## config.mk

```make
export PLATFORM = sky130hd
export DESIGN_NAME = lzd_front_flat
export DESIGN_NICKNAME = d
export VERILOG_FILES = /design/src/lzd_pkg.sv /design/src/lzd_channels.sv /design/src/lzd_front.sv /design/src/flat_wrapper.sv
export SDC_FILE = /design/constraint.sdc
export NUM_CORES = 1
export LEC_CHECK = 0
export BUFFER_PORTS_ARGS = -buffer_cell sky130_fd_sc_hd__buf_4
export CAP_MARGIN = 20
export CORE_AREA = 2 2 39 41
export DETAILED_ROUTE_END_ITERATION = 10
export DIE_AREA = 0 0 41 43
export PLACE_DENSITY = 0.83
export RECOVER_POWER = 25
export SLEW_MARGIN = 20
export SYNTH_ARGS = -nofsm -noshare
export SYNTH_HDL_FRONTEND = slang
export SYNTH_SLANG_ARGS = --single-unit
export TNS_END_PERCENT = 10
```

## constraint.sdc

```tcl
create_clock -name vclk -period 2.1
set_clock_uncertainty 0.2 [all_clocks]
set_input_delay 0.105 -clock vclk [all_inputs]
set_output_delay 0.105 -clock vclk [all_outputs]
set_load 0.03 [all_outputs]
```

## src/lzd_pkg.sv

```systemverilog
`timescale 1ns / 1ps
// ----------------------------------------------------------------------------
// lzd_pkg
// Shared types and constants of the LZ77 tuple decoder.
// ----------------------------------------------------------------------------
package lzd_pkg;

    localparam int unsigned DIST_W      = 12;
    localparam int unsigned LEN_W       = 8;
    localparam int unsigned DATA_W      = 8;
    localparam int unsigned COUNT_W     = 3;
    localparam int unsigned OUT_LANES   = 4;
    localparam int unsigned LANE_IDX_W  = 2;

    // Widest window offset over the whole parameter range.
    localparam int unsigned BACK_MAX_W  = 16;
    // Enough compare-and-subtract steps to reduce any distance by the
    // smallest window depth.
    localparam int unsigned MOD_STEPS   = 4;
    localparam int unsigned MOD_W       = 20;

    localparam int unsigned QUEUE_DEPTH = 4;
    localparam int unsigned QUEUE_PTR_W = $clog2(QUEUE_DEPTH);
    localparam int unsigned QUEUE_CNT_W = QUEUE_PTR_W + 1;

    typedef struct packed {
        logic [BACK_MAX_W-1:0] back;
        logic [LEN_W-1:0]      copy_len;
        logic [DATA_W-1:0]     lit;
        logic                  has_lit;
    } t_job;

    typedef enum logic [1:0] {
        ST_IDLE,
        ST_SETUP,
        ST_COPY,
        ST_LIT
    } t_back_state;

endpackage

```

## src/lzd_channels.sv

```systemverilog
`timescale 1ns / 1ps
// ----------------------------------------------------------------------------
// lzd_channels
// Handshake channels of the decoder: tuples in, packed byte groups out.
// ----------------------------------------------------------------------------
interface lzd_tuple_if;
    import lzd_pkg::*;

    logic              valid;
    logic              ready;
    logic [DIST_W-1:0] distance;
    logic [LEN_W-1:0]  copy_length;
    logic [DATA_W-1:0] next_byte;
    logic              chunk_end;

    modport source (output valid, distance, copy_length, next_byte, chunk_end,
                    input ready);
    modport sink   (input valid, distance, copy_length, next_byte, chunk_end,
                    output ready);
endinterface


```

## src/lzd_front.sv

```systemverilog
`timescale 1ns / 1ps
// ----------------------------------------------------------------------------
// lzd_front
// Accepts tuples, reduces the distance modulo the window depth and decides
// whether a copy and a literal take place. Tuples that give no bytes are
// taken and dropped here.
// ----------------------------------------------------------------------------
module lzd_front #(
    parameter int unsigned WINDOW_DEPTH = 4096
) (
    lzd_tuple_if.sink       i_tuple,
    output logic            o_push,
    output lzd_pkg::t_job   o_job,
    input  logic            i_full
);
    import lzd_pkg::*;

    logic [MOD_W-1:0] mod_val;
    logic             has_copy;

    always_comb begin
        mod_val = MOD_W'(i_tuple.distance);
        for (int k = MOD_STEPS - 1; k >= 0; k--) begin
            if (mod_val >= MOD_W'(WINDOW_DEPTH << k)) begin
                mod_val = mod_val - MOD_W'(WINDOW_DEPTH << k);
            end
        end
    end

    assign has_copy = (i_tuple.distance != '0) && (i_tuple.copy_length != '0);

    always_comb begin
        o_job.back     = mod_val[BACK_MAX_W-1:0];
        o_job.copy_len = has_copy ? i_tuple.copy_length : '0;
        o_job.lit      = i_tuple.next_byte;
        o_job.has_lit  = !(i_tuple.chunk_end && (i_tuple.next_byte == '0));
    end

    assign i_tuple.ready = !i_full;
    assign o_push        = i_tuple.valid && !i_full && (has_copy || o_job.has_lit);

endmodule

```

## src/flat_wrapper.sv

```systemverilog
// flat-port wrapper written by rule: the top's interface ports become plain ports
module lzd_front_flat import lzd_pkg::*;
#(
    parameter int unsigned WINDOW_DEPTH = 4096
)
  (o_push, o_job, i_full, i_tuple_valid, i_tuple_distance, i_tuple_copy_length, i_tuple_next_byte, i_tuple_chunk_end, i_tuple_ready);
  lzd_tuple_if i_tuple_i ();
  output logic o_push;
  output lzd_pkg::t_job o_job;
  input  logic i_full;
  input wire logic [$bits(i_tuple_i.valid)-1:0] i_tuple_valid;
  input wire logic [$bits(i_tuple_i.distance)-1:0] i_tuple_distance;
  input wire logic [$bits(i_tuple_i.copy_length)-1:0] i_tuple_copy_length;
  input wire logic [$bits(i_tuple_i.next_byte)-1:0] i_tuple_next_byte;
  input wire logic [$bits(i_tuple_i.chunk_end)-1:0] i_tuple_chunk_end;
  output wire logic [$bits(i_tuple_i.ready)-1:0] i_tuple_ready;
  assign i_tuple_i.valid = i_tuple_valid;
  assign i_tuple_i.distance = i_tuple_distance;
  assign i_tuple_i.copy_length = i_tuple_copy_length;
  assign i_tuple_i.next_byte = i_tuple_next_byte;
  assign i_tuple_i.chunk_end = i_tuple_chunk_end;
  assign i_tuple_ready = i_tuple_i.ready;
  lzd_front #(.WINDOW_DEPTH(WINDOW_DEPTH)) u_core (.i_tuple(i_tuple_i), .o_push(o_push), .o_job(o_job), .i_full(i_full));
endmodule
```

== Word level (Yosys, flattened, before mapping) ==
Index checks and enable logic that the tools add are counted.

* Bits in registers: 0
* Input port bits: 31
* Output and inout bits: 35
* Word-level logic and storage cells: 11

* Multiplexer cells: 1
* Reductions and logical operators: 10

{| class="wikitable"
|+ Operator list
! kind !! number
|-
| 12-bit nonzero test || 1
|-
| 8-bit zero test || 1
|-
| 8-bit 2-to-1 mux || 1
|-
| 8-bit nonzero test || 1
|-
| 1-bit logical AND || 4
|-
| 1-bit zero test || 2
|-
| 1-bit logical OR || 1
|}

== Longest topological paths before layout ==
Gate-level depths: netlist (run 1).

* Word-level depth: 5
* Mapped depth: 4

== Worst setup path before layout (run 1) ==
OpenSTA, ideal clock, no wires.

* Path type: input-to-output
* From: in i_tuple_next_byte[2]
* To: out o_push
* Data arrival time: 1125 ps
* Required time: 1795 ps
* Setup slack: 670 ps
* Stages on the path: 3
* Path buffers: 0
* Cell sequence: nor4_1 nand4b_1 o2bb2ai_1

{| class="wikitable"
|+ RTL lines
! item !! RTL line !! text
|-
| from (decl) || flat_wrapper.sv:14 || <nowiki>input wire logic [$bits(i_tuple_i.next_byte)-1:0] i_tuple_next_byte;</nowiki>
|-
| to (decl) || flat_wrapper.sv:8 || <nowiki>output logic o_push;</nowiki>
|}

==> results of run 1 <==
worst max-delay path by stage:
stage / from / endpoint / slack (ns)
floorplan: i_tuple_next_byte[2] / o_push / 0.67
global placement: i_tuple_distance[6] / o_push / 0.65
detailed placement: i_tuple_distance[6] / o_job[13] / 0.62
CTS: i_tuple_distance[6] / o_job[13] / 0.61
global route: i_tuple_distance[6] / o_job[15] / 0.52
finish: i_tuple_distance[6] / o_job[13] / 0.64
cell type report:
cell class | count | share of cell area
Tap cell | 16 | 0.0328
Timing Repair Buffer | 62 | 0.719
Inverter | 1 | 0.00615
Multi-Input combinational cell | 24 | 0.242
logic make-up (layout without fill, tap and decap cells):
| family | after synthesis | after routing | synth area share |
|---|---|---|---|
| buf+inv | 26 | 63 | 0.581 |
| simple gates | 18 | 18 | 0.365 |
| compound gates | 2 | 2 | 0.0423 |
| other cells | 1 | 4 | 0.0115 |
metal layers:
layer  up-vias  wire (um)  GRT usage
li1        211          -          -
met1       184        258     0.0886
met2        41        529      0.228
met3         0        180          0
met4         0          0          0
met5         -          0          0
metrics by stage:
| step | instances | area [um^2] |
|---|---|---|
| 2_1_floorplan | 50 | 337 |
| 3_3_place_gp | 103 | 637 |
| 3_5_place_dp | 103 | 637 |
| 4_1_cts | 103 | 637 |
| 5_1_grt | 103 | 611 |
| 6_report | 103 | 611 |
worst max-delay path, stage by stage:
cell and delay (ns):
buf_4 0.11, nor4_1 0.27, and3_1 0.39, nor2b_1 0.10, buf_4 0.18
cells in the mapped netlist:
cell | instances | area, um^2
buf_4 | 24 | 180
nor2b_1 | 8 | 50.1
nor4_1 | 4 | 25.0
or4_1 | 2 | 15.0
and3_1 | 1 | 6.26
buf_2 | 1 | 5.00
conb_1 | 1 | 3.75
inv_1 | 1 | 3.75
nand4b_1 | 1 | 8.76
nor2b_2 | 1 | 8.76
nor3_1 | 1 | 5.00
o21ai_1 | 1 | 5.00
o2bb2ai_1 | 1 | 8.76
power groups by stage:
stage	clock (mW)	combinational (mW)	sequential, mW
floorplan	0	0.120	0
global placement	0	0.181	0
global route	0	0.186	0
finish	0	0.175	0
detailed placement	0	0.183	0
CTS	0	0.183	0
==> impl_results.md, run 1 <==
- Outcome: finished clean
- Antenna diodes: 0
- Detailed Route WL: 968 um
- Hold crit path type: input port to output port
- Sequential cell area: 0 um^2
- Peak Freq: 683 MHz
- RSZ-0062 raised after global routing: false
- Fin. max-slew vios: 0
- DRT iter0 DRCs: 1
- Hold WS: 0.238 ns
- Layout cell share with drive strength beyond 1: 0.644
- Sw Share: 0.571
- Post-Syn Area per Cell: 6.92 um^2
- Crit Path Class: input port to output port
- Sequential share of the synthesized area: 0
- WHS Endpoint: o_job[2]
- Tmin final: 1.46 ns
- Synth unique cells: 13
- Layout clock buffer count: 0
- Std-Cell Rows: 14
- Post-CTS Repair Setup Buffers: 0
- # fillers: 150
- Die Wd: 41 um
- TNS Setup: 0 ns
- Vias: 436
- Final Hold Fails: 0
- Congestion Overflow GR: 0
- Util after Layout: 0.441
- Max Cap Viol: 0
- Commonest non-fill, non-tap cell in the layout: buf_4
- Fin worst setup slack: 0.636 ns
- Pwr Density: 287 nW/um^2
- Router iterations before antenna repair: 2
- Post_cts resized: 0
- WHS Path Cells: 2
- Final setup vio count: 0
- Placement Setup Slack: 0.619 ns
- Area delta synth->final: 87.7%
- Largest net degree at the start of global routing: 10
- Tot GR Track Use: 0.101
- WP data arrival: 1.16 ns
- Clock network fraction of total power: 0
- Nets: 120
- Peak supply drop: 107 uV
- Routed vias/inst: 4.23
- Comb power frac: 1.000
- Startpoint types: input port
- Leakage: 0.330 nW
- Port Buffer Count: 62
- Seq pwr share: 0
- Antenna Nets Post-Route: 0
- Gp weighted congestion: 0.653
- Flip-flop and latch count: 0
- Detailed placement HPWL: 926 um
- Yosys warns: 0
- Period Utilization, post-route: 0.697
- Die area: 1760 um^2
- CP required: 1.79 ns
- Initial core utilization: 0.235
- Cts hold-fix bufs: 0
- # IOs: 66
- Post-Syn Instances: 47
- Tot Pwr: 0.175 mW
- Die height: 43 um
- Crit Path Max Fanout: 9
- Drt wl/cell: 9.40 um
- First-pass GRT wire length: 1.32 mm
- Sw Pwr: 0.100 mW
- Number of global-route vias before repair: 364
- Footprint of the multi-input gates: 148 um^2
- Post-route DRC: 0
- Most frequent cells in the layout: buf_4, nor2b_1, clkbuf_1
- HP Start: i_tuple_next_byte[1]
- Initial antenna violation count: 0
- Setup crit end kind: output port
- Cell-internal power: 0.0752 mW
- Post-Synthesis Cell Area: 325 um^2
- CORE AREA: 1380 um^2
(Power assumes the default switching activity.)
==> inputs of run 2 (changes only) <==
--- a/config.mk
+++ b/config.mk
@@ -5,12 +5,12 @@
 export SDC_FILE = /design/constraint.sdc
 export NUM_CORES = 1
 export LEC_CHECK = 0
+export ABC_AREA = 1
 export BUFFER_PORTS_ARGS = -buffer_cell sky130_fd_sc_hd__buf_4
 export CAP_MARGIN = 20
-export CORE_AREA = 2 2 39 41
+export CORE_UTILIZATION = 25
 export DETAILED_ROUTE_END_ITERATION = 10
-export DIE_AREA = 0 0 41 43
-export PLACE_DENSITY = 0.83
+export PLACE_DENSITY = 0.82
 export RECOVER_POWER = 25
 export SLEW_MARGIN = 20
 export SYNTH_ARGS = -nofsm -noshare
==> constraint.sdc (replaced) <==
create_clock -name vclk -period 1.3
set_clock_uncertainty 0.2 [all_clocks]
set_input_delay 0.065 -clock vclk [all_inputs]
set_output_delay 0.065 -clock vclk [all_outputs]
set_load 0.03 [all_outputs]
==> run 2 against run 1 <==
Against the previous run:
- via count is 16% higher
- power is 66% higher
- count of clock-buffer cells in the layout stayed put
- die area is 6.4% lower
- worst setup slack worse by 0.44 ns
- utilization is 4.9 points higher
- cell count is 21% higher
- synthesized cell count is 47% higher
- first-iteration DRC count grew to 5.0 times the previous value
- wire length is 5.1% higher
- flip-flop and latch count stayed put
- worst hold slack worse by 0.082 ns
- largest cell class unchanged
- highest routed layer unchanged
==> impl_results.md, run 2 <==
- Final setup vio count: 0
- Post-Syn Instances: 69
- Pwr Density: 440 nW/um^2
- CP bufs+invs: 2
- Die height: 40.6 um
- Startpoint types: input port
- Sequential share of the synthesized area: 0
- Post-Syn Area per Cell: 5.40 um^2
- Flip-flop and latch count: 0
- Tot GR Track Use: 0.0998
- # fillers: 154
- Post_cts resized: 0
- Detailed Route WL: 1.02 mm
- Final Hold Fails: 0
- Hold crit path type: input port to output port
- Most frequent cells in the layout: buf_4, nor2_1, inv_1
- Synth unique cells: 12
- Die Wd: 40.6 um
- Fin. max-slew vios: 0
- Routed vias/inst: 4.03
- Crit Path Max Fanout: 9
- CP required: 1.03 ns
- Post-Synthesis Cell Area: 373 um^2
- Proportion of netlist area held by the largest area contributor: 0.483
- Top cells by area, synth: buf_4, nor2_1, inv_1
- Drt wl/cell: 8.14 um
- RSZ-0062 raised after global routing: false
- Period Utilization, post-route: 0.846
- Detailed placement HPWL: 962 um
- Crit-path cells: buf_4, nor2_1, and2_0, nand2_2, nand2_4, a21oi_2, buf_4
- Initial core utilization: 0.276
- Area delta synth->final: 77.5%
- Largest net degree at the start of global routing: 10
- Layout cell share with drive strength beyond 1: 0.536
- Outcome: finished clean
- Top cell by count, worst path: buf_4
- Antenna diodes: 0
- CP peak stage delay: 0.16 ns
- Die area: 1650 um^2
- # IOs: 66
- Post-CTS Repair Setup Buffers: 0
- Antenna Nets Post-Route: 0
- Setup crit end kind: output port
- Router iterations before antenna repair: 2
- Number of global-route vias before repair: 344
- WP data arrival: 0.83 ns
- Congestion Overflow GR: 0
- Max Cap Viol: 0
- Peak supply drop: 168 uV
- Port Buffer Count: 62
- Commonest non-fill, non-tap cell in the layout: buf_4
- Gp weighted congestion: 0.695
- Leakage: 0.394 nW
- Initial antenna violation count: 0
- Tmin final: 1.10 ns
- Hold WS: 0.156 ns
- Cts hold-fix bufs: 0
- Post-route DRC: 0
- Crit Path Class: input port to output port
- Peak Freq: 909 MHz
- Yosys warns: 0
- Sequential cell area: 0 um^2
- Cell with the most instances after synthesis: buf_4
- CORE AREA: 1350 um^2
- Slowest cell on crit path: and2_0
- Nets: 143
- Biggest area consumer among synthesized cells: buf_4
- TNS Setup: 0 ns
- Tot Pwr: 0.291 mW
- First-pass GRT wire length: 1.17 mm
- DRT iter0 DRCs: 5
- Vias: 504
- Layout clock buffer count: 0
- Delay-heaviest family, CP: simple AND/OR/NAND/NOR gates
- Top cells by count, synth: buf_4, nor2_1, inv_1
- Std-Cell Rows: 13
## run 2: changes by cell type after synthesis, sizes merged, moves of 2 or more
cell | before | now
inv | 1 | 10
nand2 | 0 | 6
nor2 | 0 | 24
nor4 | 4 | 0
nor2b | 9 | 0
or4 | 2 | 0
## run 2: layout make-up
cell class	instances	area, um^2	share of cell area
inverters	10	37.5	0.0567
well taps	15	18.8	0.0284
repair buffers	62	439	0.664
multi-input cells	38	166	0.251
## run 2: path summary, 6_finish.rpt
kind                  from   endpoint  depth (start not counted)
max    i_tuple_distance[3]     o_push                          7
min   i_tuple_distance[10]  o_job[27]                          2
## run 2: cell families (layout without fill, tap and decap cells)
logic type / Yosys count / count (layout) / share of synthesized area
AO/OA/AOI/OAI: 1 / 1 / 0.0235
other: 1 / 4 / 0.0101
buffers and inverters: 34 / 72 / 0.584
AND/OR/NAND/NOR: 33 / 33 / 0.383
## run 2: power breakdown
group / internal, mW / switching (mW)
combinational: 0.122 / 0.170
sequential: 0 / 0
clock: 0 / 0
## run 2: metal layers
metal,vias up,share of wire,track usage
met3,0,0.22,0.0272
li1,256,-,-
met4,0,0,0
met2,55,0.46,0.226
met1,193,0.32,0.0865
met5,-,0,0
## run 2: through the flow
stage	setup WS, ns	cell area [um^2]	cells	utilization
after global routing	0.111	662	125	0.490
after detailed placement	0.184	688	125	0.510
after global placement	0.192	688	125	0.510
after floorplan	0.234	384	72	-
final	0.200	662	125	0.490
after CTS	0.178	688	125	0.510
==> inputs of run 3 (changes only) <==
--- a/config.mk
+++ b/config.mk
@@ -8,9 +8,9 @@
 export ABC_AREA = 1
 export BUFFER_PORTS_ARGS = -buffer_cell sky130_fd_sc_hd__buf_4
 export CAP_MARGIN = 20
-export CORE_UTILIZATION = 25
+export CORE_UTILIZATION = 28
 export DETAILED_ROUTE_END_ITERATION = 10
-export PLACE_DENSITY = 0.82
+export PLACE_DENSITY = 0.87
 export RECOVER_POWER = 25
 export SLEW_MARGIN = 20
 export SYNTH_ARGS = -nofsm -noshare
==> constraint.sdc (replaced) <==
create_clock -name vclk -period 1.15
set_clock_uncertainty 0.2 [all_clocks]
set_input_delay 0.0575 -clock vclk [all_inputs]
set_output_delay 0.0575 -clock vclk [all_outputs]
set_load 0.03 [all_outputs]
==> run 3 against run 2 <==
Against the previous run:
- global-route usage up 2.9 points
- die area down 10%
- via count up 4.4%
- sequential share of layout area unchanged
- worst setup slack worse by 0.17 ns
- cell count unchanged
- count of clock-buffer cells in the layout unchanged
- design area up 12%
- highest routed layer unchanged
- non-clock buffer count unchanged
- critical endpoint is now o_job[9]
- worst hold slack worse by 0.026 ns
==> impl_results.md, run 3 (synthesis gave the netlist of run 2 again) <==
- Outcome: finished clean
- Nets: 144
- DP Cell Count: 124
- Final setup vio count: 0
- Most frequent cells in the layout: buf_4, nor2_1, inv_1
- Std-Cell Rows: 12
- Crit Path Max Fanout: 4
- Fin worst setup slack: 0.0329 ns
- Layout cell share with drive strength beyond 1: 0.676
- Tot GR Track Use: 0.129
- Post-route DRC: 0
- Setup crit end kind: output port
- Cts hold-fix bufs: 0
- First-pass GRT wire length: 1.45 mm
- Initial core utilization: 0.318
- Fin. max-slew vios: 0
- Initial antenna violation count: 0
- CORE AREA: 1170 um^2
- Flip-flop and latch count: 0
- Hold crit path type: input port to output port
- Final Hold Fails: 0
- Placement Setup Slack: 0.0465 ns
- Hold WS: 0.130 ns
- Startpoint types: input port
- Antenna diodes: 0
- Post-CTS Repair Setup Buffers: 0
- Die area: 1480 um^2
- Sw Pwr: 0.201 mW
- Routed vias/inst: 4.21
- TNS Setup: 0 ns
- Crit Path Class: input port to output port
- Clock network fraction of total power: 0
- Detailed placement HPWL: 959 um
- Port Buffer Count: 62
- # fillers: 109
- CP required: 0.89 ns
- Period Utilization, post-route: 0.971
- Number of global-route vias before repair: 405
- Die height: 38.5 um
- Die Wd: 38.5 um
- Comb power frac: 1.000
- Congestion Overflow GR: 0
- Peak Freq: 895 MHz
- Footprint of the multi-input gates: 200 um^2
- Antenna Nets Post-Route: 0
- Post-Layout Cell Count: 125
- DRT iter0 DRCs: 1
- Sw Share: 0.557
- Area delta synth->final: 99.3%
- Detailed Route WL: 1.11 mm
- Leakage: 0.433 nW
- Largest net degree at the start of global routing: 10
- Max Cap Viol: 0
- Router iterations before antenna repair: 2
- RSZ-0062 raised after global routing: true
- # IOs: 66
- Vias: 526
- Commonest non-fill, non-tap cell in the layout: buf_4
- Peak supply drop: 231 uV
- Gp weighted congestion: 0.696
- Cell-internal power: 0.159 mW
- Layout clock buffer count: 0
- Drt wl/cell: 8.91 um
- Seq pwr share: 0
- WP data arrival: 0.86 ns
- Tmin final: 1.12 ns
- Post_cts resized: 0
- Sequential cell area: 0 um^2
- WHS Path Cells: 2
- Pwr Density: 484 nW/um^2
-- run 3: cell types whose count changed in the layout (fill, tap and decap cells not counted) --
cell	previous run	this run
buf_4	55	54
buf_6	0	7
clkbuf_1	7	1
nand2_2	1	2
nor2_1	23	14
nor2_2	1	9
nor2_4	0	1
-- run 3: routing by layer --
layer  global-route usage  wire length (um)  up-vias
li1                     -                 -      261
met1                0.134               356      218
met2                0.275               581       47
met3               0.0174               175        0
met4                    0                 0        0
met5                    0                 0        -
-- run 3: cell type report --
class,count,area share
multi-input combinational,39,0.269
tap,14,0.0236
inverter,10,0.0505
timing repair buffer,62,0.657
-- run 3: path summary, 6_finish.rpt --
check | slack (ns) | startpoint | endpoint
hold / removal | 0.13 | i_tuple_distance[8] | o_job[25]
setup / recovery | 0.03 | i_tuple_copy_length[5] | o_job[9]
-- run 3: critical path, stage by stage --
cell     delay, ns
buf_4         0.12
nor2_2        0.11
nand4_1       0.19
nand2_2       0.16
nor2_1        0.05
buf_4         0.16
-- run 3: stage by stage --
stage	cell area [um^2]	power, mW	utilization
after floorplan	384	0.227	-
after global placement	687	0.341	0.587
after detailed placement	687	0.343	0.587
after CTS	687	0.344	0.587
after global routing	743	0.382	0.635
final	743	0.360	0.635
-- run 3: power groups by stage --
stage	Clock, mW	Sequential [mW]	Combinational [mW]
CTS	0	0	0.344
global route	0	0	0.382
detailed placement	0	0	0.343
floorplan	0	0	0.227
finish	0	0	0.360
global placement	0	0	0.341
