### src/lzd_pkg.sv
`timescale 1ns / 1ps
// ----------------------------------------------------------------------------
// lzd_pkg
// Shared types and constants of the LZ77 tuple decoder.
// ----------------------------------------------------------------------------
package lzd_pkg;

    localparam int unsigned DIST_W      = 12;
    localparam int unsigned LEN_W       = 8;
    localparam int unsigned DATA_W      = 8;
    localparam int unsigned COUNT_W     = 3;
    localparam int unsigned OUT_LANES   = 4;
    localparam int unsigned LANE_IDX_W  = 2;

    // Widest window offset over the whole parameter range.
    localparam int unsigned BACK_MAX_W  = 16;
    // Enough compare-and-subtract steps to reduce any distance by the
    // smallest window depth.
    localparam int unsigned MOD_STEPS   = 4;
    localparam int unsigned MOD_W       = 20;

    localparam int unsigned QUEUE_DEPTH = 4;
    localparam int unsigned QUEUE_PTR_W = $clog2(QUEUE_DEPTH);
    localparam int unsigned QUEUE_CNT_W = QUEUE_PTR_W + 1;

    typedef struct packed {
        logic [BACK_MAX_W-1:0] back;
        logic [LEN_W-1:0]      copy_len;
        logic [DATA_W-1:0]     lit;
        logic                  has_lit;
    } t_job;

    typedef enum logic [1:0] {
        ST_IDLE,
        ST_SETUP,
        ST_COPY,
        ST_LIT
    } t_back_state;

endpackage

### src/lzd_queue.sv
`timescale 1ns / 1ps
// ----------------------------------------------------------------------------
// lzd_queue
// Short first-in first-out queue of decoded jobs between front and back.
// ----------------------------------------------------------------------------
module lzd_queue (
    input  logic          i_clk,
    input  logic          i_rst_n,
    input  logic          i_push,
    input  lzd_pkg::t_job i_job,
    output logic          o_full,
    input  logic          i_pop,
    output lzd_pkg::t_job o_job,
    output logic          o_empty
);
    import lzd_pkg::*;

    t_job                   r_slots [QUEUE_DEPTH];
    logic [QUEUE_PTR_W-1:0] r_wr_ptr;
    logic [QUEUE_PTR_W-1:0] r_rd_ptr;
    logic [QUEUE_CNT_W-1:0] r_count;
    logic [QUEUE_CNT_W-1:0] n_count;
    logic                   do_push;
    logic                   do_pop;

    assign o_full  = (r_count == QUEUE_CNT_W'(QUEUE_DEPTH));
    assign o_empty = (r_count == '0);
    assign o_job   = r_slots[r_rd_ptr];
    assign do_push = i_push && !o_full;
    assign do_pop  = i_pop && !o_empty;

    always_comb begin
        n_count = r_count;
        if (do_push && !do_pop) begin
            n_count = r_count + QUEUE_CNT_W'(1);
        end else if (do_pop && !do_push) begin
            n_count = r_count - QUEUE_CNT_W'(1);
        end
    end

    always_ff @(posedge i_clk) begin
        if (!i_rst_n) begin
            r_wr_ptr <= '0;
            r_rd_ptr <= '0;
            r_count  <= '0;
        end else begin
            if (do_push) begin
                r_wr_ptr <= r_wr_ptr + QUEUE_PTR_W'(1);
            end
            if (do_pop) begin
                r_rd_ptr <= r_rd_ptr + QUEUE_PTR_W'(1);
            end
            r_count <= n_count;
        end
    end

    always_ff @(posedge i_clk) begin
        if (do_push) begin
            r_slots[r_wr_ptr] <= i_job;
        end
    end

endmodule

### config.mk
export PLATFORM = sky130hd
export DESIGN_NAME = lzd_queue
export DESIGN_NICKNAME = d
export VERILOG_FILES = /design/src/lzd_pkg.sv /design/src/lzd_queue.sv
export SDC_FILE = /design/constraint.sdc
export NUM_CORES = 1
export LEC_CHECK = 0
export BUFFER_PORTS_ARGS = -buffer_cell sky130_fd_sc_hd__buf_2
export CORE_MARGIN = 10
export CORE_UTILIZATION = 53
export DETAILED_ROUTE_END_ITERATION = 12
export PLACE_DENSITY = 0.74
export REMOVE_ABC_BUFFERS = 1
export SLEW_MARGIN = 30
export SYNTH_ARGS = -nofsm -noshare
export SYNTH_HDL_FRONTEND = slang
export SYNTH_SLANG_ARGS = --single-unit
### constraint.sdc
create_clock -name i_clk -period 4.87 [get_ports i_clk]
set_clock_uncertainty 0.05 [all_clocks]
set_input_delay 0.2435 -clock i_clk [delete_from_list [all_inputs] [get_ports i_clk]]
set_output_delay 0.2435 -clock i_clk [all_outputs]
set_load 0.02 [all_outputs]
## After elaboration in Yosys (flattened, before gate mapping)

Memory sizes are Yosys's and may differ from the RTL's. A register that Yosys moved wholly into a read port is not among the register bits.
Index checks and enable logic that the tools add are counted.

| word-level totals | value |
|---|---|
| register bits after elaboration | 7 |
| output and inout port bits | 35 |
| logic and storage cells | 25 |
| bits in writable memories | 132 |
| memories | 1 |

| cells by class | value |
|---|---|
| reduce and logical (&&, ||, !) cells | 10 |
| add/sub/neg operators | 4 |
| mux-type cells | 6 |
| equality and inequality tests | 1 |

Memory list:

| memory | words | width | read ports | clocked after memory_dff | wr ports | RTL line | RTL |
|---|---|---|---|---|---|---|---|
| r_slots | 4 | 33 | 1 | 1 | 1 | lzd_queue.sv:18 | `t_job r_slots [QUEUE_DEPTH];` |

Operators with widths:

| kind | number |
|---|---|
| $mux W3 | 2 |
| $add A2 B1 Y2 const B | 2 |
| $logic_and A1 B1 Y1 | 4 |
| $logic_not A1 Y1 | 4 |
| $mux W2 | 2 |
| $add A3 B1 Y3 const B | 1 |
| $eq A3 B3 Y1 const B | 1 |
| $logic_not A3 Y1 | 1 |
| $sub A3 B1 Y3 const B | 1 |
| $mux W1 | 2 |
| $reduce_bool A2 Y1 | 1 |

## Longest topological paths before layout

Gate-level depths: netlist (run 1).

| logic depth | value |
|---|---|
| depth in word-level cells | 7 |
| depth in mapped cells | 9 |
| mapped depth without buffers | 8 |

## Worst setup path after synthesis (run 1)

Ideal clock, no wire load.

| timing path | value |
|---|---|
| path kind | register -> register |
| start point | register r_count[0] |
| end point | register r_count[2] |
| arrival time | 2.030 ns |
| library setup time | 0.076 ns |
| clock period less this slack | 2.156 ns |
| setup slack | 2.714 ns |
| cell stages (with the launch flop) | 10 |
| required time | 4.744 ns |
| path through | dfxtp_1 nor3b_2 nor2b_1 buf_6 ha_1 inv_1 fa_1 xor2_1 or3_1 a21boi_0 |

| between the ends | value |
|---|---|
| word-level cells in the longest chain between the ends | 6 |

RTL lines:

| what | RTL line | RTL |
|---|---|---|
| start, declared | lzd_queue.sv:21 | `logic [QUEUE_CNT_W-1:0] r_count;` |
| start signal, assigned | lzd_queue.sv:53 | `r_count <= n_count;` |
| $eq A3 B3 Y1 (*) | lzd_queue.sv:26 | `assign o_full = (r_count == QUEUE_CNT_W'(QUEUE_DEPTH));` |
| named net o_full | lzd_queue.sv:11 | `output logic o_full,` |
| $logic_not A1 Y1 (*) | lzd_queue.sv:29 | `assign do_push = i_push && !o_full;` |
| $logic_and A1 B1 Y1 (*) | lzd_queue.sv:29 |  |
| named net do_push | lzd_queue.sv:23 | `logic do_push;` |
| $logic_not A1 Y1 | lzd_queue.sv:36 | `end else if (do_pop && !do_push) begin` |
| $logic_and A1 B1 Y1 | lzd_queue.sv:36 |  |
| $reduce_bool A2 Y1 (no source line) | -- |  |

Mark *: on every way through the listed nets, which the timed path passes. The rest lies on a longest branch. The select of a mux whose other input is x is not followed.
A chain may end at the register's enable or synchronous reset.

==> results of run 1 <==
==> per-layer routing <==
metal	wire [um]	up-vias	global-route usage, %
met4	93	0	4.30
li1	-	1156	-
met3	628	11	6.19
met2	4640	71	22.0
met5	0	-	0
met1	3940	1267	15.9
==> repair_timing <==
action	in CTS	in global routing
hold buffers	34	0
hold endpoints to repair	134	0
buffers inserted	0	0
==> power groups by stage <==
stage | combinational (uW) | clock (uW) | sequential, uW
after global placement | 842 | 0 | 1560
after detailed placement | 850 | 0 | 1570
after CTS | 876 | 1220 | 1550
final | 848 | 1200 | 1550
after floorplan | 541 | 0 | 1600
after global routing | 922 | 1270 | 1560
==> registers in the layout, indices dropped and copies added (netlist names), named ones only <==
register and flops:
r_count 3, r_slots 132, r_wr_ptr 2, r_rd_ptr 2
==> critical path: stages (launching register included) <==
cell	delay [ns]
dfxtp_2	0.31
buf_4	0.49
mux4_1	0.67
buf_2	0.19
==> final timing paths <==
path | slack, ns | start | end
setup / recovery | 2.39 | register | o_job[26]
hold / removal | 0.14 | i_pop | register
setup reg to reg | 2.42 | r_count[0] | r_count[2]
hold reg to reg | 0.46 | r_wr_ptr[1] | r_wr_ptr[1]
==> cells in the mapped netlist (all sizes together) <==
cell type	n
o311ai	1
edfxtp	132
xor2	1
or3	1
clkbuf	2
nor3b	1
and2	8
o31ai	1
inv	3
a21boi	1
ha	5
dfxtp	9
o21ai	1
fa	1
nor3	1
buf	8
nor2b	2
nand2	4
mux2i	3
mux4	33
xnor2	3
==> per-stage QoR <==
step / utilization (%) / area, sq um / cells / total power, uW
after floorplan: - / 5190 / 211 / 2140
after global placement: 58.6 / 5730 / 416 / 2400
after detailed placement: 58.6 / 5730 / 416 / 2420
after CTS: 67.8 / 6630 / 482 / 3640
after global routing: 67.8 / 6630 / 482 / 3760
final: 67.8 / 6630 / 482 / 3590
==> cell families after synthesis <==
group	Yosys count
XOR/XNOR	4
buffers and inverters	13
multiplexers	36
AND/OR/NAND/NOR	17
adder cells (fa/ha/maj)	6
AO/OA/AOI/OAI	4
flip-flops	141
==> cell type report <==
class,count,share of cell area (%)
Clock buffer,17,6.25
Clock inverter,15,2.23
Inverter,3,0.170
Multi-Input combinational cell,67,15.7
Sequential cell,141,62.5
Tap cell,133,2.51
Timing Repair Buffer,106,10.6
==> placed cells by master, fill, tap and decap left out <==
| cell type | count |
|---|---|
| dfxtp_1 | 7 |
| mux2i_1 | 3 |
| inv_1 | 3 |
| dfxtp_2 | 2 |
| clkinvlp_4 | 6 |
| nand2_1 | 4 |
| dlygate4sd3_1 | 34 |
| xnor2_1 | 3 |
| xor2_1 | 1 |
| clkbuf_16 | 16 |
| clkbuf_8 | 1 |
| inv_6 | 2 |
| clkinv_2 | 1 |
| nor3b_2 | 1 |
| bufinv_16 | 2 |
| and2_2 | 4 |
| edfxtp_1 | 132 |
| fa_1 | 1 |
| buf_4 | 1 |
| nor2b_1 | 2 |
| clkinv_4 | 1 |
| mux4_2 | 30 |
| clkinv_1 | 3 |
| or3_1 | 1 |
| o31ai_2 | 1 |
| buf_2 | 71 |
| and2_1 | 4 |
| o21ai_0 | 1 |
| ha_1 | 5 |
| mux4_1 | 3 |
| a21boi_0 | 1 |
| nor3_1 | 1 |
| o311ai_1 | 1 |
==> impl_results.md, run 1 <==
* Status: finished clean
* Peak Freq at 0.403 GHz
* Via count at 2,505
* # fillers at 633
* Seq cells post-synth at 141
* Net count reported at finish at 379
* Synthesized area per cell at 24.0 sq um
* VDD IR max at 0.324 mV
* Setup TNS at 0 ns
* Die footprint at 0.0144 sq mm
* Largest net degree at the start of global routing at 34
* Slew margin rel. at 39.8%
* Fin crit period at 2.48 ns
* CP arrival at 2.19 ns
* Leakage at 0.00229 uW
* Worst-case reg-to-reg path depth at 8
* Switch share at 28.2%
* Synth top area cells: edfxtp_1, mux4_2, dfxtp_1
* Sequential Power Share at 43.1%
* Crit path capture type: output pin
* Pre-CTS WS at 2.42 ns
* IO Pins at 72
* DP HPWL at 5.38 mm
* Mean routed wirelength per cell at 19.3 um
* Synthesis-to-finish area growth at 25.2%
* Synth unique cells at 24
* Setup WS post-layout at 2.39 ns
* Number of diodes at 0
* Synth top area share at 74.8%
* Mapped Cells at 221
* Die Width at 120 um
* Area leader, netlist: edfxtp_1
* Final slew viol count at 0
* Worst setup path class: reg2out
* Clock transition at path regs at 0.06 ns
* GRT overflow at 0
* Sink Count at 141
* Initial antenna violation count at 0
* Root cell of the clock tree: clkbuf_8
* Final setup viols at 0
* Vias in the first global route at 2,879
* PwrDens at 542 mW/mm^2
* Post-synthesis mux area share at 14.8%
* Num CTS Buffers at 17
* Gp weighted congestion at 0.760
* First-pass GRT wire length at 14.9 mm
* Hold/Removal Path Class: in2reg
* Hold path depth at 4
* Crit path launch type: register
* Crit Path Max Fanout at 33
* Drt first-iter violations at 213
* DRT Pass-1 Iters at 4
* Fin. Hold Viols at 0
* H-tree depth at 4
* NetSw at 1010 uW
* RSZ-0062 raised after global routing: false
* Post-synthesis xor/xnor area fraction at 0.661%
* Routed Wire Length at 9.30 mm
* Post-CTS Resized at 0
* Multi-input gate area at 0.00104 sq mm
* Yosys Warn Count at 0
* Internal power at 2580 uW
* Vias per cell at 5.20
* Combinational power share at 23.6%
* ANT nets after route at 0
* Initial Util at 54.2%
* Slew at the pin closest to its max-slew limit at 0.903 ns
* Rows at 36
* Die height at 120 um
* WHS at 0.141 ns
* Combinational family with the most area after synthesis: multiplexers
* Mapped cell area at 0.00530 sq mm
* Clock Latency Late Sink at 0.51 ns
* Clk pwr share at 33.3%
* Synth Area in Compound Gates at 0.638%
* Share of cells above drive strength 1 at 39.8%
* Simple-gate share of the synthesized area at 1.91%
* CP required at 4.58 ns
* Register area at 0.00415 sq mm
* Max_cap viols at 0
* Post-synthesis adder-cell area fraction at 1.56%
* CTS max path bufs at 2
* Port Buffers at 71
* DRC at 0
* Register area share after synthesis at 78.2%
* Core ar. at 0.00977 sq mm
* Fin crit share at 50.9%
* CTS tree: yes
* Overall Global Routing Usage at 13.6%
(Power assumes the default switching activity.)
==> inputs of run 2 (changes only) <==
Clock period 4.87 ns to 2.34 ns, I/O delays scaled along.
==> run 2 against run 1 <==
Largest cell class unchanged. Hold slack worse by 0.12 ns. Cell count up 1.9%. First-iteration DRC count up 22%. Critical path depth unchanged. Combinational power up 120%. Cell area up 2.7%.
==> impl_results.md, run 2 (synthesis gave the netlist of run 1 again) <==
* Status: finished clean
* Fin. Hold Viols at 0
* CTS max path bufs at 2
* Root cell of the clock tree: clkbuf_8
* Routed Wire Length at 9.71 mm
* Vias in the first global route at 2,943
* Setup WS post-layout at 0.195 ns
* Largest net degree at the start of global routing at 26
* WP buf/inv at 2
* Initial antenna violation count at 0
* Final cell count without fillers at 491
* Biggest register: r_slots
* Number of post-CTS setup repair buffers at 0
* Rows at 36
* Die Width at 120 um
* Post-Place Cells at 425
* Crit path capture type: output pin
* Setup TNS at 0 ns
* Largest register FFs at 132
* Max_cap viols at 0
* Final slew viol count at 0
* Crit-path slowest cell: mux4_2
* Core ar. at 0.00977 sq mm
* Slew margin rel. at 72.4%
* R2R Setup Slk at 0.22 ns
* VDD IR max at 0.648 mV
* Die height at 120 um
* Most frequent cells in the layout: edfxtp_1, buf_2, dlygate4sd3_1, mux4_2, clkbuf_16
* DP HPWL at 6.15 mm
* Clock transition at path regs at 0.06 ns
* Biggest regs: r_slots x132, r_count x3
* Fin crit period at 2.14 ns
* GRT overflow at 0
* Overall Global Routing Usage at 14.5%
* Vias per cell at 5.25
* Final setup viols at 0
* ANT nets after route at 0
* # fillers at 597
* Initial Util at 54.2%
* Share of cells above drive strength 1 at 42.2%
* Worst-case reg-to-reg path depth at 8
* RSZ-0062 raised after global routing: false
* Worst setup path class: reg2out
* CTS tree: yes
* Die footprint at 0.0144 sq mm
* Crit-path cells: buf_4 > mux4_2 > buf_2
* Critical path depth in cells at 3
* Commonest non-fill, non-tap cell in the layout: edfxtp_1
* IO Pins at 72
* Synthesis-to-finish area growth at 28.6%
* Peak Freq at 0.466 GHz
* Hold/Removal Path Class: in2reg
* Num CTS Buffers at 17
* Sink Count at 141
* Gp weighted congestion at 0.734
* Net count reported at finish at 388
* Clock Latency Late Sink at 0.52 ns
* Number of diodes at 0
* DRT Pass-1 Iters at 4
* Crit Path Max Fanout at 21
* Worst stage delay on the critical path at 0.59 ns
* Slew at the pin closest to its max-slew limit at 0.414 ns
* CP required at 2.17 ns
* Mean routed wirelength per cell at 19.8 um
* Multi-input gate area at 0.00104 sq mm
* H-tree depth at 4
* Port Buffers at 71
* CP arrival at 1.98 ns
* Via count at 2,579
* Drt first-iter violations at 259
* Fin crit share at 91.7%
* Crit path launch type: register
* Pre-CTS WS at 0.121 ns
* Register area at 0.00415 sq mm
* Leakage at 0.00238 uW
* Final Core Density at 69.7%
* Cell family with most CP delay: multiplexers
* First-pass GRT wire length at 16.0 mm
* Hold path depth at 4
* DRC at 0
* PwrDens at 1140 mW/mm^2
[run 2: path summary, 6_finish.rpt]
| kind | from | to |
|---|---|---|
| max | register | o_job[24] |
| min | i_pop | register |
| max reg2reg | r_count[2] | r_count[2] |
| min reg2reg | r_wr_ptr[0] | r_wr_ptr[0] |
[run 2: cell type report]
class,count,area share [%]
timing repair buffer,115,12.2
inverter,3,0.165
clock inverter,14,2.81
tap,133,2.44
multi-input combinational,67,15.3
clock buffer,18,6.14
sequential,141,60.9
[run 2: per-stage QoR]
stage          cell area, sq um  total power (uW)  hold WS (ns)
4_1_cts                    6810              7880       0.00353
3_5_place_dp               5860              5130         0.286
5_1_grt                    6810              8140        0.0206
2_1_floorplan              5190              4460         0.166
6_report                   6810              7790        0.0170
3_3_place_gp               5860              5090         0.282
[run 2: worst reg2reg max path, cell delays in order, from the launching register on]
cell and delay, ns:
dfxtp_1 0.35, nor3b_2 0.18, nor2b_1 0.18, ha_1 0.22, inv_1 0.07, fa_1 0.38, xor2_1 0.17, or3_1 0.30
a21boi_0 0.16
[run 2: layer usage]
metal / track usage, % / vias to the layer above / part of all wire (%)
met2: 24.0 / 85 / 52
met4: 4.75 / 0 / 1.2
met1: 17.0 / 1313 / 39
met3: 5.63 / 11 / 7.6
met5: 0 / - / 0
li1: - / 1170 / -
[run 2: power by group]
group | total (uW) | internal (uW) | switching, uW
combinational | 1890 | 855 | 1040
sequential | 3190 | 3070 | 121
clock | 2700 | 1730 | 974
[run 2: repair_timing]
item / CTS / global route
hold buffers: 34 / 0
endpoints found under the setup margin: 0 / 1
resized for setup: 0 / 2
hold endpoints to repair: 141 / 0
==> inputs of run 3 (changes only) <==
Settings changed: CORE_MARGIN 10 to 2.
==> run 3 against run 2 <==
Register-to-register slack about the same. Setup slack got worse by 0.0080 ns. Sequential cell count unchanged. Cell count unchanged. Cell area decreased by 0.81%. Die area decreased by 25%. Sequential power increased by 2%. Fmax decreased by 0.37%. First-iteration DRC count decreased by 44%. Critical path type unchanged.
==> impl_results.md, run 3 (synthesis gave the netlist of run 1 again) <==
* CP required at 2.17 ns
* Overall Global Routing Usage at 18.3%
* Port Buffers at 71
* DRT Pass-1 Iters at 6
* Setup WS post-layout at 0.187 ns
* Root cell of the clock tree: clkbuf_8
* Crit path launch type: register
* Vias in the first global route at 2,789
* H-tree depth at 4
* Biggest regs: r_slots x132, r_count x3
* Final Core Density at 69.4%
* Gp weighted congestion at 0.736
* Die footprint at 0.0108 sq mm
* Initial antenna violation count at 0
* RSZ-0062 raised after global routing: false
* Worst r2r dst: r_count[2]
* Fin. Hold Viols at 0
* Most frequent cells in the layout: edfxtp_1, buf_2, dlygate4sd3_1, mux4_2, clkbuf_16
* Fin crit share at 92.0%
* Die height at 104 um
* Synthesis-to-finish area growth at 27.5%
* ANT nets after route at 0
* Leakage at 0.00235 uW
* Worst Hold Endpoint: r_wr_ptr[1]
* Placed Area at 0.00585 sq mm
* Post-route cell area at 0.00676 sq mm
* DRC at 0
* Share of cells above drive strength 1 at 41.9%
* Slew at the pin closest to its max-slew limit at 0.515 ns
* Final slew viol count at 0
* Drt first-iter violations at 144
* Crit path capture type: output pin
* CTS max path bufs at 2
* R2R Setup Slk at 0.21 ns
* Net count reported at finish at 388
* Clock transition at path regs at 0.06 ns
* Setup TNS at 0 ns
* CTS tree: yes
* Biggest register: r_slots
* Mean routed wirelength per cell at 18.2 um
* Hold/Removal Path Class: in2reg
* Core ar. at 0.00973 sq mm
* Fin crit period at 2.15 ns
* Worst stage delay on the critical path at 0.59 ns
* Worst-case reg-to-reg path depth at 8
* Status: finished clean
* Worst setup path class: reg2out
* Hold_sp: i_push
* # fillers at 632
* Max_cap viols at 0
* Post-Place Cells at 424
* Vias per cell at 5.18
* Number of diodes at 0
* Rows at 36
* Final setup viols at 0
* Via count at 2,543
* DP HPWL at 5.55 mm
* Reg2reg start: r_count[2]
* Die Width at 104 um
* Hold path depth at 4
* Peak Freq at 0.464 GHz
* Pre-CTS WS at 0.141 ns
* PwrDens at 1100 mW/mm^2
* IO Pins at 72
* Crit Path Max Fanout at 9
* Routed Wire Length at 8.95 mm
* Clock Latency Late Sink at 0.51 ns
* Initial Util at 54.4%
* Sink Count at 141
* Num CTS Buffers at 17
* CP arrival at 1.99 ns
* First-pass GRT wire length at 14.7 mm
* Crit-path cells: buf_4 > mux4_1 > buf_2
* GRT overflow at 0
* Largest register FFs at 132
* Final cell count without fillers at 491
* Commonest non-fill, non-tap cell in the layout: edfxtp_1
* Crit-path slowest cell: mux4_1
* Largest net degree at the start of global routing at 28
* VDD IR max at 0.574 mV
* Slew margin rel. at 65.7%
run 3: cell types whose count changed in the layout (fill, tap and decap cells not counted), sizes merged:
cell,change
buf,-1
bufinv,-3
clkbuf,-1
dlygate4sd3,+1
clkinv,+2
clkinvlp,+2
run 3: worst max-delay path by stage:
stage,start,end
6_report,register,o_job[18]
3_5_place_dp,r_count[0],r_count[2]
5_1_grt,r_count[2],r_count[2]
4_1_cts,register,o_job[18]
2_1_floorplan,register,o_job[18]
3_3_place_gp,r_count[1],r_count[2]
run 3: critical path: cells and delay by family, from the launching register on:
family	cells	cell delay, ns
muxes	1	0.59
DFF	1	0.46
buffers and inverters	2	0.42
run 3: timing repair:
item / 4_1_cts / 5_1_grt
hold buffers: 35 / 0
hold endpoints to repair: 141 / 0
endpoints found under the setup margin: 0 / 2
setup buffers: 0 / 0
resized for setup: 0 / 5
run 3: area by class of cell:
class / instances / area [sq um] / share of cell area [%]
inverter: 3 / 11.3 / 0.167
tap: 133 / 166 / 2.46
multi-input combinational: 67 / 1050 / 15.6
clock inverter: 15 / 124 / 1.83
clock buffer: 17 / 414 / 6.13
sequential: 141 / 4150 / 61.4
timing repair buffer: 115 / 836 / 12.4
run 3: report_power, final:
group	internal, uW	switching (uW)
clock	1400	979
combinational	869	967
sequential	3080	170
total	5340	2120
run 3: per-layer routing:
metal | up-vias | GRT usage [%] | wire length (um) | part of all wire (%)
li1 | 1172 | - | - | -
met4 | 0 | 5.79 | 80 | 0.89
met2 | 61 | 29.7 | 4590 | 51
met3 | 8 | 6.39 | 414 | 4.6
met5 | - | 0 | 0 | 0
met1 | 1302 | 23.5 | 3860 | 43
run 3: stage by stage:
step / hold slack (ns) / total power [uW]
2_1_floorplan: 0.166 / 4460
3_3_place_gp: 0.278 / 5060
3_5_place_dp: 0.285 / 5100
4_1_cts: 0.0954 / 7530
5_1_grt: 0.103 / 7800
6_report: 0.0675 / 7460
